File: src/rtl/vmmr_pkg.sv
// Shared types and constants for the voltmeter min/max reporter.
`timescale 1ns / 1ps
`default_nettype none

package vmmr_pkg;

  // Batch geometry; the count is a power of two so the average is a shift.
  localparam int SAMPLE_COUNT = 8;
  localparam int SAMPLE_SHIFT = $clog2(SAMPLE_COUNT);
  localparam int SAMPLE_W     = 10;
  localparam int SUM_W        = SAMPLE_W + SAMPLE_SHIFT;
  localparam int VOLT_W       = 6;
  localparam int BYTE_W       = 8;
  localparam int SCALED_W     = 16;

  // Scaling to tenths of a volt: (avg * 33 + 511) / 1023.
  localparam logic [SCALED_W-1:0] SCALE_MUL = 16'd33;
  localparam logic [SCALED_W-1:0] SCALE_RND = 16'd511;
  localparam logic [10:0]         SCALE_DIV = 11'd1023;

  localparam logic [VOLT_W-1:0] MIN_RESET = 6'd35;
  localparam logic [VOLT_W-1:0] MAX_RESET = 6'd0;

  localparam logic [BYTE_W-1:0] ASCII_ZERO  = 8'h30;
  localparam logic [BYTE_W-1:0] ASCII_SPACE = 8'h20;
  localparam logic [BYTE_W-1:0] ASCII_L_UP  = 8'h4C;
  localparam logic [BYTE_W-1:0] ASCII_L_LO  = 8'h6C;

  // Reply beat positions.
  localparam logic [2:0] RPT_IDLE   = 3'd0;
  localparam logic [2:0] RPT_MIN_T  = 3'd1;
  localparam logic [2:0] RPT_MIN_O  = 3'd2;
  localparam logic [2:0] RPT_SPACE  = 3'd3;
  localparam logic [2:0] RPT_MAX_T  = 3'd4;
  localparam logic [2:0] RPT_MAX_O  = 3'd5;

  typedef enum logic {
    ACT_BATCH = 1'b0,
    ACT_RX    = 1'b1
  } action_t;

  typedef enum logic {
    KIND_VOLT = 1'b0,
    KIND_TX   = 1'b1
  } kind_t;

  typedef struct packed {
    action_t             action;
    logic [SAMPLE_W-1:0] sample_0;
    logic [SAMPLE_W-1:0] sample_1;
    logic [SAMPLE_W-1:0] sample_2;
    logic [SAMPLE_W-1:0] sample_3;
    logic [SAMPLE_W-1:0] sample_4;
    logic [SAMPLE_W-1:0] sample_5;
    logic [SAMPLE_W-1:0] sample_6;
    logic [SAMPLE_W-1:0] sample_7;
    logic [BYTE_W-1:0]   rx_byte;
  } item_t;

  typedef struct packed {
    kind_t             kind;
    logic [VOLT_W-1:0] voltage;
    logic [BYTE_W-1:0] tx_byte;
    logic              last;
  } result_t;

endpackage

`default_nettype wire

File: src/rtl/voltmeter_min_max_reporter_core.sv
// Top level of the voltmeter min/max reporter: input stage, scaler, min/max and reply sequencer.
`timescale 1ns / 1ps
`default_nettype none

// Usage:
//   Input channel (item_valid/item_ready/item) carries either a batch of eight
//   10-bit converter samples (action = batch) or one received serial byte.
//   Output channel (res_valid/res_ready/res) carries voltage updates and the
//   ASCII bytes of a min/max report; last marks the final beat of an item.
//   A batch gives one voltage beat in tenths of a volt (0..33) and updates the
//   running minimum and maximum. An 'L' or 'l' byte gives six beats:
//   space, min tens, min ones, space, max tens, max ones. Other bytes give none.
//   Path: an accepted beat is registered in the input register, then in the
//   result register, from which it is offered on the output channel.
//   Throughput: one batch per cycle while res_ready stays high; a report takes
//   six output beats, and the beat behind it waits in the input register until
//   the last reply beat has loaded.
//   Reset: rst (synchronous, active high) empties both stages, clears the
//   reply counter, and sets the minimum to 35 and the maximum to 0.
//   Stall: while res_ready is low the result beat holds; the input register
//   still takes one more beat, then item_ready drops.
module voltmeter_min_max_reporter_core (
  input  wire logic            clk,
  input  wire logic            rst,
  input  wire logic            item_valid,
  output      logic            item_ready,
  input  wire vmmr_pkg::item_t item,
  output      logic            res_valid,
  input  wire logic            res_ready,
  output      vmmr_pkg::result_t res
);

  // Input stage: hold the sample sum rather than the raw samples.
  logic                           in_vld;
  vmmr_pkg::action_t              in_action;
  logic [vmmr_pkg::SUM_W-1:0]     in_sum;
  logic [vmmr_pkg::BYTE_W-1:0]    in_rx;
  logic [vmmr_pkg::SUM_W-1:0]     sum_next;

  // Running extremes and reply sequencer.
  logic [vmmr_pkg::VOLT_W-1:0]    min_volts;
  logic [vmmr_pkg::VOLT_W-1:0]    max_volts;
  logic [2:0]                     rpt_cnt;

  // Result register.
  logic                           out_vld;
  vmmr_pkg::result_t              out_beat;

  logic                           load;
  logic                           take;
  logic                           is_batch;
  logic                           is_report;

  logic [vmmr_pkg::SAMPLE_W-1:0]  avg;
  logic [vmmr_pkg::SCALED_W-1:0]  scaled;
  logic [vmmr_pkg::VOLT_W-1:0]    quot_est;
  logic [10:0]                    rem_est;
  logic [vmmr_pkg::VOLT_W-1:0]    volts;

  logic [15:0]                    min_digits;
  logic [15:0]                    max_digits;
  logic [vmmr_pkg::BYTE_W-1:0]    rpt_byte;

  // Split a value into two ASCII decimal digits {tens, ones}.
  function automatic logic [15:0] to_digits(input logic [vmmr_pkg::VOLT_W-1:0] v);
    logic [3:0]                  tens;
    logic [vmmr_pkg::VOLT_W-1:0] ones;
    tens = 4'd0;
    ones = v;
    if (v >= 6'd60) begin
      tens = 4'd6;
      ones = v - 6'd60;
    end else if (v >= 6'd50) begin
      tens = 4'd5;
      ones = v - 6'd50;
    end else if (v >= 6'd40) begin
      tens = 4'd4;
      ones = v - 6'd40;
    end else if (v >= 6'd30) begin
      tens = 4'd3;
      ones = v - 6'd30;
    end else if (v >= 6'd20) begin
      tens = 4'd2;
      ones = v - 6'd20;
    end else if (v >= 6'd10) begin
      tens = 4'd1;
      ones = v - 6'd10;
    end
    return {vmmr_pkg::ASCII_ZERO + {4'd0, tens},
            vmmr_pkg::ASCII_ZERO + {4'd0, ones[3:0]}};
  endfunction

  // Sum the batch on the way into the input register.
  always_comb begin
    logic [vmmr_pkg::SAMPLE_W-1:0] smp [8];
    smp[0] = item.sample_0;
    smp[1] = item.sample_1;
    smp[2] = item.sample_2;
    smp[3] = item.sample_3;
    smp[4] = item.sample_4;
    smp[5] = item.sample_5;
    smp[6] = item.sample_6;
    smp[7] = item.sample_7;
    sum_next = '0;
    for (int i = 0; i < vmmr_pkg::SAMPLE_COUNT; i++) begin
      sum_next = sum_next + {{vmmr_pkg::SAMPLE_SHIFT{1'b0}}, smp[i]};
    end
  end

  // Advance the result register when it is empty or being drained.
  assign load       = !out_vld || res_ready;
  // Consume the held beat only when no report is still streaming out.
  assign take       = in_vld && load && (rpt_cnt == vmmr_pkg::RPT_IDLE);
  assign item_ready = !in_vld || take;

  assign is_batch  = (in_action == vmmr_pkg::ACT_BATCH);
  assign is_report = (in_action == vmmr_pkg::ACT_RX) &&
                     ((in_rx == vmmr_pkg::ASCII_L_UP) || (in_rx == vmmr_pkg::ASCII_L_LO));

  // Scale: avg*33 + 511, then divide by 1023 via x>>10 and one correction.
  assign avg      = in_sum[vmmr_pkg::SAMPLE_SHIFT +: vmmr_pkg::SAMPLE_W];
  assign scaled   = {{(vmmr_pkg::SCALED_W - vmmr_pkg::SAMPLE_W){1'b0}}, avg}
                    * vmmr_pkg::SCALE_MUL + vmmr_pkg::SCALE_RND;
  assign quot_est = scaled[15:10];
  assign rem_est  = {1'b0, scaled[9:0]} + {5'd0, quot_est};
  assign volts    = quot_est + {5'd0, (rem_est >= vmmr_pkg::SCALE_DIV)};

  // Extremes do not move while a report streams, so read them directly.
  assign min_digits = to_digits(min_volts);
  assign max_digits = to_digits(max_volts);

  always_comb begin
    case (rpt_cnt)
      vmmr_pkg::RPT_MIN_T: rpt_byte = min_digits[15:8];
      vmmr_pkg::RPT_MIN_O: rpt_byte = min_digits[7:0];
      vmmr_pkg::RPT_SPACE: rpt_byte = vmmr_pkg::ASCII_SPACE;
      vmmr_pkg::RPT_MAX_T: rpt_byte = max_digits[15:8];
      vmmr_pkg::RPT_MAX_O: rpt_byte = max_digits[7:0];
      default:             rpt_byte = vmmr_pkg::ASCII_SPACE;
    endcase
  end

  // Input register.
  always_ff @(posedge clk) begin
    if (rst) begin
      in_vld <= 1'b0;
    end else if (item_ready) begin
      in_vld <= item_valid;
    end
    if (item_ready && item_valid) begin
      in_action <= item.action;
      in_sum    <= sum_next;
      in_rx     <= item.rx_byte;
    end
  end

  // Result register, extremes and reply counter.
  always_ff @(posedge clk) begin
    if (rst) begin
      out_vld   <= 1'b0;
      rpt_cnt   <= vmmr_pkg::RPT_IDLE;
      min_volts <= vmmr_pkg::MIN_RESET;
      max_volts <= vmmr_pkg::MAX_RESET;
    end else if (load) begin
      if (rpt_cnt != vmmr_pkg::RPT_IDLE) begin
        out_vld          <= 1'b1;
        out_beat.kind    <= vmmr_pkg::KIND_TX;
        out_beat.voltage <= '0;
        out_beat.tx_byte <= rpt_byte;
        out_beat.last    <= (rpt_cnt == vmmr_pkg::RPT_MAX_O);
        rpt_cnt          <= (rpt_cnt == vmmr_pkg::RPT_MAX_O) ? vmmr_pkg::RPT_IDLE
                                                             : rpt_cnt + 3'd1;
      end else if (take && is_batch) begin
        out_vld          <= 1'b1;
        out_beat.kind    <= vmmr_pkg::KIND_VOLT;
        out_beat.voltage <= volts;
        out_beat.tx_byte <= '0;
        out_beat.last    <= 1'b1;
        if (volts < min_volts) begin
          min_volts <= volts;
        end
        if (volts > max_volts) begin
          max_volts <= volts;
        end
      end else if (take && is_report) begin
        // Leading space now; the sequencer emits the other five beats.
        out_vld          <= 1'b1;
        out_beat.kind    <= vmmr_pkg::KIND_TX;
        out_beat.voltage <= '0;
        out_beat.tx_byte <= vmmr_pkg::ASCII_SPACE;
        out_beat.last    <= 1'b0;
        rpt_cnt          <= vmmr_pkg::RPT_MIN_T;
      end else begin
        // Drop other serial bytes; nothing to show.
        out_vld <= 1'b0;
      end
    end
  end

  assign res_valid = out_vld;
  assign res       = out_beat;

  // A report in flight always has a beat on the output.
  a_rpt_has_beat: assert property (@(posedge clk) disable iff (rst)
    (rpt_cnt != vmmr_pkg::RPT_IDLE) |-> out_vld)
    else $error("reply counter active without an output beat");

  // The reply counter stays within the six-beat report.
  a_rpt_range: assert property (@(posedge clk) disable iff (rst)
    rpt_cnt <= vmmr_pkg::RPT_MAX_O)
    else $error("reply counter out of range");

  // The maximum stays within the scaled range; the minimum stays at or below its reset value.
  a_extremes: assert property (@(posedge clk) disable iff (rst)
    (min_volts <= vmmr_pkg::MIN_RESET) && (max_volts <= 6'd33))
    else $error("running extreme out of range");

  // Extremes hold while a report streams out.
  a_hold_extremes: assert property (@(posedge clk) disable iff (rst)
    (rpt_cnt != vmmr_pkg::RPT_IDLE) |=> ($stable(min_volts) && $stable(max_volts)))
    else $error("extremes changed during a report");

endmodule

`default_nettype wire

File: config.mk
export PLATFORM = sky130hd
export DESIGN_NAME = voltmeter_min_max_reporter_core
export DESIGN_NICKNAME = d
export VERILOG_FILES = /design/src/rtl/vmmr_pkg.sv /design/src/rtl/voltmeter_min_max_reporter_core.sv
export SDC_FILE = /design/constraint.sdc
export NUM_CORES = 1
export LEC_CHECK = 0
export ABC_AREA = 1
export BUFFER_PORTS_ARGS = -buffer_cell sky130_fd_sc_hd__buf_2
export CORE_MARGIN = 3
export CORE_UTILIZATION = 45
export CTS_CLUSTER_SIZE = 8
export DETAILED_ROUTE_END_ITERATION = 8
export GPL_ROUTABILITY_DRIVEN = 1
export GPL_TIMING_DRIVEN = 0
export PLACE_DENSITY = 0.65
export SETUP_SLACK_MARGIN = 0.02
export SLEW_MARGIN = 15
export SYNTH_ARGS = -nofsm -noshare
export SYNTH_HDL_FRONTEND = slang
export SYNTH_SLANG_ARGS = --single-unit
File: constraint.sdc
create_clock -name clk -period 7.8 [get_ports clk]
set_input_delay 0.78 -clock clk [delete_from_list [all_inputs] [get_ports clk]]
set_output_delay 0.78 -clock clk [all_outputs]
set_load 0.01 [all_outputs]
==> flow_summary.ini, run 1 <==
[critical_path]
worstPathArrival_ns = 6.92
r2r_start = in_sum[5]$_DFFE_PP_
cp_slowest_cell = fa_1
worstSetupStartpointType = flop
worst-path-buf-inv = 7
path_max_fanout = 6
r2r_slack_ns = 1.07
cp_common_cell = inv_1
crit_type = flop to flop
crit_required_ns = 7.99
critPathTopFamily = adder cells
reg2reg_to = max_volts[5]$_SDFFE_PP0P_
critPathMaxStageDelay_ns = 0.51
end_kind = flop
rr_worst_depth = 34

[sta]
tightest_slew_ns = 0.586
hold_violations = 0
slew_violations = 0
timing.fmax_mhz = 149
slew-limit-headroom_pct = 60.7
fin_crit_ns = 6.73
finalCritPeriodShare_pct = 86.3
tns_ns = 0
skew_ns = 0.00938
rsz0062_at_grt = false
setup_violations = 0

[logic_synthesis]
ys_top_cells_by_count = inv_1, nand2_1, ha_1
synthDistinctLibCells = 39
synth_area_um2 = 6090
yosysTopAreaCell = fa_1
avgSynthCellArea_um2 = 7.88
yosys.area_share.adder_pct = 34.5
synthMuxAreaShare_pct = 0
synth-edff-count = 31
synth-compound-area-share_pct = 9.14
synth_top_area_share_pct = 20.7
synth_cells = 773
yosysWarnings = 0
synth-simple-area-share_pct = 20.8
synthMostInstantiatedCell = inv_1
synthXorXnorAreaFrac_pct = 3.16
ys_ff_latch = 48
synth_top_family_by_area = adder cells
ys_seq_area_share_pct = 20.9
synth_area_leaders = fa_1, edfxtp_1, ha_1, inv_1, nand2_1
ys.flop_type = edfxtp_1
async_flop_share_pct = 0

[route]
firstDrtPassIters = 4
dr.first_iter.drc_count = 306
totalWireLength_um = 12600
vias = 5081
ant_nets = 0
drc = 0
post_drt_wl_per_cell_um = 11.9
post_drt_via_cell_ratio = 4.79

[place]
gp_congestion = 0.907
hpwl_um = 11000
placed_area_um2 = 6860
port_buffers = 106

[clocking]
cts_resized = 0
cts_tree = done
cts_sinks = 48
cts_buffer_depth = 2
clk_pin_slew_worst_paths_ns = 0.07
cts_root_buf = clkbuf_16
hold_buffers = 0
clk_latency_ns = 0.29
cts_buffers = 5
postCtsSetupBuffers = 0
htreeDepth = 2

[global_route]
grt.total_usage_pct = 18.0
antenna_found_initial = 0
first_global_vias = 5050
grt_pass1_wl_um = 22200
grt_max_degree = 17
grt.overflow.total = 0

[cells_and_area]
drive_gt1_share_pct = 15.2
areaGrowthSynthToFinish_pct = 15.3
n_antenna_cell = 0
ff_latch_area_um2 = 1270
utilization_pct = 54.3
postLayoutCellArea_um2 = 7020
nFillCells = 1304
fin_nets = 1111
multi_input_area_um2 = 4130

[hold_path]
hold_path_depth = 2
hold_path_class = flop to flop
hp-start = in_vld$_SDFFE_PP0N_
min_to = in_vld$_SDFFE_PP0N_

[floorplan]
core_area_um2 = 12900
rows = 41
die_w_um = 122
start_util_pct = 47.1
top_level_ports = 111
die_area_um2 = 15000
die_h_um = 122

[flow_run]
maxCapViolCount = 0

[run_status]
status = completed
[worst max-delay path by stage]
stage / to / startpoint / cells past startpoint
after floorplan: max_volts[4]$_SDFFE_PP0P_ / in_sum[5]$_DFFE_PP_ / 37
after global placement: max_volts[5]$_SDFFE_PP0P_ / in_sum[5]$_DFFE_PP_ / 34
after detailed placement: max_volts[5]$_SDFFE_PP0P_ / in_sum[5]$_DFFE_PP_ / 34
after CTS: max_volts[5]$_SDFFE_PP0P_ / in_sum[5]$_DFFE_PP_ / 34
after global routing: max_volts[4]$_SDFFE_PP0P_ / in_sum[5]$_DFFE_PP_ / 34
final: max_volts[5]$_SDFFE_PP0P_ / in_sum[5]$_DFFE_PP_ / 34
[tightest hold or removal path, delay by kind of cell (launching register included)]
family / cells / cell delay [ns]
compound gates: 1 / 0.06
simple gates: 1 / 0.08
flops: 1 / 0.33
[flip-flops by register name, summed over array words and instances, names as in the netlist]
| signal | flops |
|---|---|
| in_rx | 7 |
| res_valid | 1 |
| min_volts | 6 |
| rpt_cnt | 3 |
| in_sum | 10 |
| in_action | 1 |
| max_volts | 6 |
| in_vld | 1 |
| res | 13 |
[routing by layer]
layer	global-route usage [%]	vias to the layer above	part of all wire, %
li1	-	2678	-
met1	25.2	2290	48
met2	30.6	109	46
met3	2.40	4	5.3
met4	2.38	0	0.48
met5	0	-	0
[cells in the final DEF, fill, tap and decap left out, types with 4 or more instances in the layout]
cell | Yosys | final
fa_1 | 63 | 63
dfxtp_1 | 17 | 17
o211ai_1 | 4 | 4
xor2_1 | 13 | 13
xnor2_1 | 9 | 9
nor2_1 | 47 | 47
inv_1 | 170 | 170
buf_2 | 0 | 106
a21oi_1 | 46 | 45
o21ai_0 | 22 | 22
inv_2 | 4 | 4
a31oi_1 | 4 | 4
clkbuf_16 | 0 | 6
nand3_1 | 46 | 46
o21ai_1 | 7 | 7
ha_1 | 67 | 67
nand4_1 | 13 | 13
edfxtp_1 | 31 | 31
nor3_1 | 5 | 5
nand2_1 | 169 | 169
[cells by family (layout without fill, tap and decap cells)]
family / count (synthesis) / count (layout)
AOI/OAI and AO/OA: 98 / 98
xor gates and xnor gates: 22 / 22
adders and majority gates: 130 / 130
buffers and inverters: 182 / 297
DFF: 48 / 48
other: 1 / 2
and+or+nand+nor: 292 / 292
[stage by stage]
| stage | setup slack (ns) | hold WS (ns) | instances |
|---|---|---|---|
| detailed placement | 1.06 | 0.518 | 1053 |
| finish | 1.07 | 0.528 | 1061 |
| global placement | 1.09 | 0.510 | 1052 |
| CTS | 1.07 | 0.528 | 1061 |
| global route | 0.531 | 0.585 | 1061 |
| floorplan | 1.89 | 0.489 | 774 |
[area by class of cell]
cell class | count | area share (%)
multi-input cells | 544 | 58.7
flip-flops and latches | 48 | 18.1
inverters | 175 | 9.39
repair buffers | 107 | 7.71
well taps | 172 | 3.06
clock buffers | 6 | 2.14
plain buffers | 7 | 0.641
clock inverters | 2 | 0.232
Power of run 1 is not shown: default switching activity piles up to over one toggle a cycle in this logic, so the estimate is an artifact.
==> run 2, diff against run 1 <==
--- a/config.mk
+++ b/config.mk
@@ -7,7 +7,7 @@
 export LEC_CHECK = 0
 export ABC_AREA = 1
 export BUFFER_PORTS_ARGS = -buffer_cell sky130_fd_sc_hd__buf_2
-export CORE_MARGIN = 3
+export CORE_MARGIN = 2
 export CORE_UTILIZATION = 45
 export CTS_CLUSTER_SIZE = 8
 export DETAILED_ROUTE_END_ITERATION = 8
==> run 2 against run 1 <==
Net effect:
- critical path type unchanged
- setup slack gained 0.052 ns
- die area shrank 3.2%
- register-to-register slack gained 0.05 ns
- sequential cell count is the same
- utilization shrank 1.0 points
- non-clock buffer count is the same
- design area grew 0.46%
- largest cell class unchanged
- final cell count grew 0.38%
- global-route usage grew 0.62 points
- routed wire length shrank 0.39%
==> flow_summary.ini, run 2 (synthesized netlist as in run 1, its figures left out) <==
[run_status]
status = completed

[place]
hpwl_um = 10800
gp_congestion = 0.881
port_buffers = 106
placed_area_um2 = 6860

[critical_path]
cp_slowest_cell = fa_1
path_max_fanout = 6
worstPathArrival_ns = 6.87
worst-path-buf-inv = 7
end_kind = flop
crit_type = flop to flop
crit_required_ns = 7.99
worstSetupStartpointType = flop
critPathMaxStageDelay_ns = 0.52
critPathTopFamily = adder cells

[cells_and_area]
largest_reg_flops = 13
final_cell_mix = inv_1, nand2_1, buf_2
drive_gt1_share_pct = 15.2
final_common_cell = inv_1
areaGrowthSynthToFinish_pct = 15.8
postLayoutCellArea_um2 = 7060
nFillCells = 1299
fin_nets = 1111
n_antenna_cell = 0

[sta]
skew_ns = 0.0104
fin_crit_ns = 6.68
tns_ns = 0
tightest_slew_ns = 0.588
finalCritPeriodShare_pct = 85.6
slew_violations = 0
hold_violations = 0
rsz0062_at_grt = false
setup_violations = 0
slew-limit-headroom_pct = 60.5
timing.fmax_mhz = 150

[global_route]
antenna_found_initial = 0
grt_pass1_wl_um = 22000
grt.total_usage_pct = 18.6
first_global_vias = 4989
grt_max_degree = 17
grt.overflow.total = 0

[clocking]
cts_buffer_depth = 2
clk_pin_slew_worst_paths_ns = 0.07
cts_sinks = 48
hold_buffers = 0
clk_latency_ns = 0.30
htreeDepth = 2
postCtsSetupBuffers = 0
cts_tree = done
cts_resized = 0
cts_root_buf = clkbuf_16
cts_buffers = 5

[route]
post_drt_via_cell_ratio = 4.86
ant_nets = 0
drc = 0
vias = 5172
post_drt_wl_per_cell_um = 11.8
firstDrtPassIters = 5
totalWireLength_um = 12600
dr.first_iter.drc_count = 270

[floorplan]
core_area_um2 = 13200
rows = 42
start_util_pct = 46.0
die_h_um = 120
die_area_um2 = 14500
die_w_um = 120
top_level_ports = 111

[hold_path]
hold_path_class = flop to flop

[flow_run]
maxCapViolCount = 0
==> run 2: per-stage QoR <==
stage | utilization [%] | hold WS [ns] | setup slack (ns) | std cells
floorplan | - | 0.489 | 1.89 | 774
global placement | 51.7 | 0.497 | 1.14 | 1056
detailed placement | 51.8 | 0.520 | 1.12 | 1057
CTS | 53.3 | 0.526 | 1.10 | 1065
global route | 53.3 | 0.559 | 0.448 | 1065
finish | 53.3 | 0.529 | 1.12 | 1065
==> run 2: path summary, 6_finish.rpt <==
path	slack (ns)	from	depth (start not counted)	to
min	0.53	rpt_cnt[1]$_SDFFE_PP0P_	2	rpt_cnt[1]$_SDFFE_PP0P_
max	1.12	in_sum[5]$_DFFE_PP_	34	max_volts[5]$_SDFFE_PP0P_
min reg2reg	0.53	rpt_cnt[1]$_SDFFE_PP0P_	2	rpt_cnt[1]$_SDFFE_PP0P_
max reg2reg	1.12	in_sum[5]$_DFFE_PP_	34	max_volts[5]$_SDFFE_PP0P_
==> run 2: layout make-up <==
type                       count  area, um^2  share of cell area [%]
inverter                     175         659                    9.34
clock buffer                   5         125                    1.77
sequential                    48        1270                    18.0
multi-input combinational    544        4130                    58.5
tap                          176         220                    3.12
timing repair buffer         107         542                    7.68
clock inverter                 3        68.8                   0.975
buffer                         7        45.0                   0.638
==> run 2: routing by layer <==
| metal | share of wire (%) | vias up | GRT usage [%] | routed length [um] |
|---|---|---|---|---|
| met5 | 0 | - | 0 | 0 |
| met3 | 5.8 | 11 | 2.45 | 727 |
| met1 | 45 | 2348 | 25.0 | 5730 |
| met2 | 48 | 134 | 32.1 | 6020 |
| li1 | - | 2679 | - | - |
| met4 | 0.98 | 0 | 4.14 | 123 |
==> run 2: tightest hold or removal path, cell delays in order (launching register included) <==
cell	delay, ns
dfxtp_1	0.35
nand2_1	0.08
a21oi_1	0.05
Power of run 2 is left out for the same reason.
==> run 3, diff against run 2 <==
--- a/config.mk
+++ b/config.mk
@@ -7,13 +7,12 @@
 export LEC_CHECK = 0
 export ABC_AREA = 1
 export BUFFER_PORTS_ARGS = -buffer_cell sky130_fd_sc_hd__buf_2
-export CORE_MARGIN = 2
-export CORE_UTILIZATION = 45
+export CORE_UTILIZATION = 58
 export CTS_CLUSTER_SIZE = 8
 export DETAILED_ROUTE_END_ITERATION = 8
 export GPL_ROUTABILITY_DRIVEN = 1
 export GPL_TIMING_DRIVEN = 0
-export PLACE_DENSITY = 0.65
+export PLACE_DENSITY = 0.81
 export SETUP_SLACK_MARGIN = 0.02
 export SLEW_MARGIN = 15
 export SYNTH_ARGS = -nofsm -noshare
==> run 3 against run 2 <==
Net effect:
- design area down 1.6%
- final cell count down 3.8%
- global-route usage up 5.9 points
- setup slack better by 0.025 ns
- sequential cell count unchanged
- non-clock buffer count unchanged
- utilization up 15 points
- clock-buffer cell count up 1
- die area down 25%
- first-iteration DRC count up 5.2%
- register-to-register slack better by 0.03 ns
- critical path depth unchanged
==> flow_summary.ini, run 3 (synthesized netlist as in run 1, its figures left out) <==
[place]
port_buffers = 106
placed_area_um2 = 6810
hpwl_um = 10500
gp_congestion = 0.936

[route]
vias = 5298
dr.first_iter.drc_count = 284
post_drt_via_cell_ratio = 5.17
drc = 0
ant_nets = 0
firstDrtPassIters = 8
totalWireLength_um = 12400
post_drt_wl_per_cell_um = 12.1

[critical_path]
cp_slowest_cell = fa_1
worstPathArrival_ns = 6.88
crit_required_ns = 8.02
crit_type = flop to flop
critPathMaxStageDelay_ns = 0.52
cp_common_cell = inv_1
worstSetupStartpointType = flop
path_max_fanout = 6
end_kind = flop

[sta]
hold_violations = 0
tns_ns = 0
rsz0062_at_grt = false
setup_violations = 0
fin_crit_ns = 6.65
timing.fmax_mhz = 150
slew-limit-headroom_pct = 63.8
skew_ns = 0.00608
tightest_slew_ns = 0.543
slew_violations = 0
finalCritPeriodShare_pct = 85.3

[clocking]
cts_resized = 0
cts_root_buf = clkbuf_8
cts_buffers = 5
htreeDepth = 2
postCtsSetupBuffers = 0
cts_buffer_depth = 2
clk_latency_ns = 0.32
clk_pin_slew_worst_paths_ns = 0.10
cts_sinks = 48
cts_tree = done
hold_buffers = 0

[floorplan]
die_w_um = 104
rows = 37
core_area_um2 = 10200
top_level_ports = 111
start_util_pct = 59.6
die_area_um2 = 10900
die_h_um = 104

[cells_and_area]
areaGrowthSynthToFinish_pct = 14.0
fin_nets = 1111
postLayoutCellArea_um2 = 6950
n_antenna_cell = 0
nFillCells = 883
final_common_cell = inv_1
multi_input_area_um2 = 4130
largest_reg_flops = 13
final_cell_mix = inv_1, nand2_1, buf_2
ff_latch_area_um2 = 1270
drive_gt1_share_pct = 15.2

[hold_path]
hold_path_class = flop to flop

[global_route]
antenna_found_initial = 0
grt.total_usage_pct = 24.5
grt.overflow.total = 0
grt_max_degree = 17
first_global_vias = 5276
grt_pass1_wl_um = 22000

[run_status]
status = completed

[flow_run]
maxCapViolCount = 0
==> run 3: metal layers <==
layer | share of wire (%) | vias to the layer above | track usage (%) | wire length [um]
met5 | 0 | - | 0 | 0
met4 | 1.8 | 0 | 7.65 | 218
met3 | 6.1 | 21 | 3.82 | 755
met2 | 48 | 174 | 43.2 | 5920
met1 | 44 | 2430 | 30.8 | 5480
li1 | - | 2673 | - | -
==> run 3: worst max-delay path, delay by kind of cell, from the launching register on <==
family / cells / cell delay (ns)
AOI/OAI and AO/OA: 3 / 0.45
adders and majority gates: 9 / 2.92
buffers and inverters: 7 / 0.55
xor gates and xnor gates: 2 / 0.57
DFF: 1 / 0.41
and+or+nand+nor: 13 / 1.70
==> run 3: cell type report <==
type / instances / area share, %
plain buffers: 7 / 0.649
well taps: 136 / 2.45
multi-input cells: 544 / 59.4
inverters: 175 / 9.49
clock buffers: 6 / 1.35
repair buffers: 107 / 7.80
clock inverters: 2 / 0.558
flip-flops and latches: 48 / 18.3
==> run 3: per-stage QoR <==
step | hold WS [ns] | utilization, % | worst slack (ns) | std cells
detailed placement | 0.523 | 66.6 | 1.13 | 1017
global route | 0.551 | 67.9 | 0.631 | 1025
floorplan | 0.489 | - | 1.89 | 774
global placement | 0.516 | 66.4 | 1.24 | 1016
finish | 0.545 | 67.9 | 1.15 | 1025
CTS | 0.536 | 67.9 | 1.14 | 1025
==> run 3: path summary, 6_finish.rpt <==
| check | slack, ns | start | cells after the start | endpoint |
|---|---|---|---|---|
| max | 1.15 | in_sum[5]$_DFFE_PP_ | 34 | max_volts[4]$_SDFFE_PP0P_ |
| min | 0.54 | rpt_cnt[2]$_SDFFE_PP0P_ | 2 | rpt_cnt[2]$_SDFFE_PP0P_ |
| max reg2reg | 1.15 | in_sum[5]$_DFFE_PP_ | 34 | max_volts[4]$_SDFFE_PP0P_ |
| min reg2reg | 0.54 | rpt_cnt[2]$_SDFFE_PP0P_ | 2 | rpt_cnt[2]$_SDFFE_PP0P_ |
Power of run 3 is left out for the same reason.
